### config.mk
export PLATFORM = sky130hd
export DESIGN_NAME = pip_ram
export DESIGN_NICKNAME = d
export VERILOG_FILES = /design/src/sv/pip_ram.sv
export SDC_FILE = /design/constraint.sdc
export NUM_CORES = 2
export LEC_CHECK = 0
export BUFFER_PORTS_ARGS = -buffer_cell sky130_fd_sc_hd__clkbuf_2
export CAP_MARGIN = 25
export CORE_ASPECT_RATIO = 0.75
export CORE_MARGIN = 10
export CORE_UTILIZATION = 50
export CTS_CLUSTER_DIAMETER = 30
export DETAILED_ROUTE_END_ITERATION = 10
export GPL_TIMING_DRIVEN = 0
export PLACE_DENSITY = 0.63
export SYNTH_ARGS = -nofsm -noshare
export SYNTH_HDL_FRONTEND = slang
export SYNTH_SLANG_ARGS = --single-unit
### constraint.sdc
create_clock -name clk -period 5 [get_ports clk]
set_input_delay 0.5 -clock clk [delete_from_list [all_inputs] [get_ports clk]]
set_output_delay 0.5 -clock clk [all_outputs]
set_load 0.05 [all_outputs]
### src/sv/pip_ram.sv
`default_nettype none
module pip_ram #(
	parameter int WIDTH = 32,
	parameter int DEPTH = 64
) (
	input  wire logic                     clk,
	input  wire logic                     we,
	input  wire logic [$clog2(DEPTH)-1:0] waddr,
	input  wire logic [WIDTH-1:0]         wdata,
	input  wire logic [$clog2(DEPTH)-1:0] raddr,
	output logic      [WIDTH-1:0]         rdata
);

	logic [WIDTH-1:0] mem_q [DEPTH];

	always_ff @(posedge clk) begin
		if (we) begin
			mem_q[waddr] <= wdata;
		end
		rdata <= mem_q[raddr];
	end

endmodule
`default_nettype wire

# After elaboration in Yosys (flattened, before gate mapping)
# Memories as Yosys holds them, arrays and structs flattened. A register that Yosys moved wholly into a read port is not among the register bits.
# Index checks and enable logic that the tools add are counted.
dict set report word_totals {
  regBits 0
  ram_bits 2048
  inputBits 46
  out_inout_bits 32
  word_cells 3
  n_memories 1
}
# memory depth word_bits read_ports rd_clocked_by_memory_dff write_ports line
set mem_list {}
lappend mem_list {mem_q 64 32 1 1 1 14} ;# logic [WIDTH-1:0] mem_q [DEPTH];
dict set report op_classes {
  muxes 2
}
# op n
set op_table {}
lappend op_table {{1-bit two-way mux} 2}

# Depth between registers and ports, before layout
dict set report depth {
  word_depth 2
  ltp_mapped 10
  ltp_nobuf 5
}

# Least setup slack after synthesis
# Ideal clock, no wire load.
dict set report synth_path {
  path_type {input -> register}
  startpoint {input waddr[3]}
  endpoint {memory mem_q[48][0], enable pin}
  setup_time_ns 0.461
  arrival_time_ns 3.199
  required_ns 4.539
  slack_ns 1.340
  path_stages 4
  path_buffers 1
  path_cell_list {clkbuf_1 -> nor2b_1 -> nand4b_1 -> nor3_1}
}
# item line
set synth_lines {}
lappend synth_lines {{from (decl)} 8} ;# input wire logic [$clog2(DEPTH)-1:0] waddr,
lappend synth_lines {{to (decl)} 14}
# Straight into the memory's write port.

==> run_results.csv <==
group,metric,value,unit
placement,numPortBuffers,69,
timing,rsz0062_at_grt,"no",
worst_setup_path,r2r_cells,4,
die,fp-row-count,125,
timing,hold_viol,0,
yosys,synth_compound_area_frac,0.0167,
yosys,ys_async_sr_fraction,0,
placement,gp_congestion,1.02,
cells_and_area,final_nets,3922,
routing,drt-total-wl,243000,um
routing,drc_errors,0,
worst_hold_path,min_from,"wdata[23]",
worst_setup_path,timing.rr.end,"rdata[25]",
die,pin_count,78,
yosys,yosysWarnings,0,
global_routing,grt_antenna_before_repair,17,
global_routing,grt_pass1_wl,332000,um
yosys,synth_area,78500,um^2
cells_and_area,final_common_cell,"edfxtp_1",
worst_setup_path,worstPathRequired,5.76,ns
global_routing,first_global_vias,39900,
clock_tree,postCtsSetupBuffers,0,
clock_tree,cts-buffers-inserted,353,
cells_and_area,layout-drive-gt1-share,0.352,
cells_and_area,fin_util,0.618,
timing,max_freq,250,MHz
routing,ant_nets,0,
placement,postPlaceCellArea,84300,um^2
placement,place_ws,0.532,ns
timing,report.final.setup_viol,0,
placement,dp_hpwl,158000,um
worst_setup_path,endpoint_kind,"register",
cells_and_area,multi_input_area,16000,um^2
timing,slew_headroom,0.221,
yosys,synth_top_family_by_area,"multiplexers",
clock_tree,cts_tree,"done",
yosys,yosysSeqAreaShare,0.791,
timing,finalCritPeriodShare,0.799,
timing,finalMaxSlewViolations,0,
timing,fin_ws,1.00,ns
yosys,synth_edf_count,2048,
global_routing,grt_overflow_total,0,
routing,wl_per_cell,38.9,um
die,die_area,173000,um^2
worst_setup_path,regToRegStartpoint,"mem_q[31][25]",
die,coreArea,155000,um^2
worst_setup_path,critPathKind,"in -> reg",
worst_setup_path,critPathLaunchType,"input pin",
yosys,synthFlopType,"edfxtp_1",
global_routing,grt_max_degree,65,
clock_tree,hold_buffers,0,
yosys,syn_nets,3370,
cells_and_area,stdcell_area,96100,um^2
timing,tightest_slew,1.17,ns
clock_tree,clock-sinks,2080,
routing,vias_per_cell,6.55,
pwr,sequentialPowerShare,0.427,
worst_setup_path,cp.arrival,4.76,ns
cells_and_area,layout_common_cells,"2048 x edfxtp_1, 544 x mux4_2, 359 x clkbuf_16, 98 x clkbuf_1, 93 x mux2i_1",
global_routing,grt_most_used_layer,"met2",
yosys,yosys.area_share.simple,0.0127,
yosys,synth_adder_area_share,0,
die,die_w,478,um
cells_and_area,fill_cells,10500,
worst_hold_path,worstHoldPathCells,1,
global_routing,grt.total_usage,0.279,
global_routing,gr-usage-met2,0.400,
outcome,outcome,"completed",
pwr,power,45400,uW
pwr,combPwrFrac,0.050,
routing,drt_iter0_drc,7096,
clock_tree,clock_path_buffers,4,
clock_tree,post_cts_resized,0,
cells_and_area,area_growth,22.4,%
timing,post-route-min-period,4.00,ns
clock_tree,htree_num_levels,5,
pwr,p_sw,10200,uW
cells_and_area,seqCellArea,62100,um^2
die,initial_core_util,0.505,
worst_setup_path,critical_path.max_fanout,10,
yosys,synth_xor_xnor_area_share,0,
global_routing,globalRouteMet1Util,0.395,
pwr,p_int,35200,uW
timing,worst_clock_skew,0.0558,ns
routing,vias,41000,
worst_setup_path,r2r_slack,2.23,ns
worst_hold_path,hold_class,"in -> reg",
clock_tree,cts_root_buffer,"clkbuf_16",
worst_hold_path,hold_path_end,"mem_q[14][23]",
pwr,power.share.clock,0.523,
timing,fin_tns_setup,0,ns
clock_tree,clk_pin_slew_worst_paths,0.06,ns
yosys,postSynthAreaPerCell,23.6,um^2
pwr,power.leakage,0.0309,uW
clock_tree,worstSkewPairLatency,0.95,ns
yosys,synth.mux.area_fraction,0.168,
global_routing,grt.met3_usage,0.0947,
die,die_y,363,um
routing,firstDrtPassIters,6,
pwr,power_density,472,nW/um^2
pwr,ir_drop,0.000390,V
yosys,synth_cell_type_count,34,
yosys,syn_inst,3324,
job,maxCapViolations,0,
pwr,p_sw_frac,0.224,
yosys,ys_ff_latch,2080,
==> per-stage QoR <==
| stage | hold WS [ns] | std cells |
|---|---|---|
| final | 0.143 | 6258 |
| after global routing | 0.125 | 6252 |
| after CTS | 0.0868 | 6241 |
| after detailed placement | 0.933 | 5608 |
| after global placement | 0.937 | 5488 |
| after floorplan | 0.599 | 3324 |
==> worst max path at each step <==
stage / slack (ns) / startpoint / cells after the start / end
3_5_place_dp: 0.53 / raddr[1] / 9 / rdata[10]
5_1_grt: 1.06 / raddr[1] / 9 / rdata[24]
4_1_cts: 1.47 / raddr[1] / 9 / rdata[3]
6_report: 1.00 / raddr[1] / 9 / rdata[24]
2_1_floorplan: 1.34 / waddr[3] / 4 / mem_q[48][0]
3_3_place_gp: -2.46 / waddr[4] / 3 / mem_q[48][12]
==> final cells by class <==
type / count / area share
repair buffers: 197 / 0.0291
plain buffers: 182 / 0.00923
multi-input cells: 1062 / 0.166
well taps: 2095 / 0.0273
clock buffers: 384 / 0.0944
diodes: 9 / 0.000234
clock inverters: 249 / 0.0271
flip-flops and latches: 2080 / 0.646
==> per-layer routing <==
| layer | wire length, um | vias up |
|---|---|---|
| met2 | 106000 | 3156 |
| met5 | 27 | - |
| met3 | 34300 | 550 |
| met1 | 92200 | 21700 |
| met4 | 10300 | 4 |
| li1 | - | 15600 |
==> worst max-delay path, stage by stage <==
cell,delay [ns]
buf_2,0.41
buf_2,0.41
buf_2,0.46
nand2_1,0.77
clkbuf_1,0.59
o22ai_1,0.39
nor2_1,0.24
a21oi_1,0.74
nor2_1,0.19
==> sequential cells by signal, indices dropped and copies added (netlist names) <==
| name | count |
|---|---|
| mem_q | 2048 |
| rdata | 32 |
==> cells by family (layout without fill, tap and decap cells) <==
group,Yosys count,after routing
AND/OR/NAND/NOR,223,223
other,0,9
buffers and inverters,182,1012
AO/OA/AOI/OAI,202,202
flip-flops,2080,2080
multiplexers,637,637
==> cells in the mapped netlist (all sizes together) (7+ instances only) <==
| library cell | n | area (um^2) |
|---|---|---|
| edfxtp | 2048 | 61500 |
| mux4 | 544 | 12300 |
| nor2 | 137 | 514 |
| buf | 108 | 608 |
| mux2i | 93 | 931 |
| o22ai | 84 | 526 |
| clkbuf | 74 | 278 |
| a21oi | 62 | 310 |
| dfxtp | 32 | 641 |
| o221ai | 27 | 236 |
| nand2 | 26 | 97.6 |
| nor2b | 15 | 93.8 |
| a22oi | 12 | 90.1 |
| a311oi | 8 | 70.1 |
| nand2b | 8 | 50.1 |
| nor3 | 7 | 35.0 |
==> power by group through the flow <==
| stage | sequential [uW] | clock [uW] | combinational [uW] |
|---|---|---|---|
| floorplan | 19800 | 0 | 939 |
| global placement | 19700 | 0 | 2080 |
| detailed placement | 19700 | 0 | 2210 |
| CTS | 19400 | 23800 | 2220 |
| global route | 19400 | 24700 | 2340 |
| finish | 19400 | 23700 | 2290 |
(Power assumes the default switching activity.)
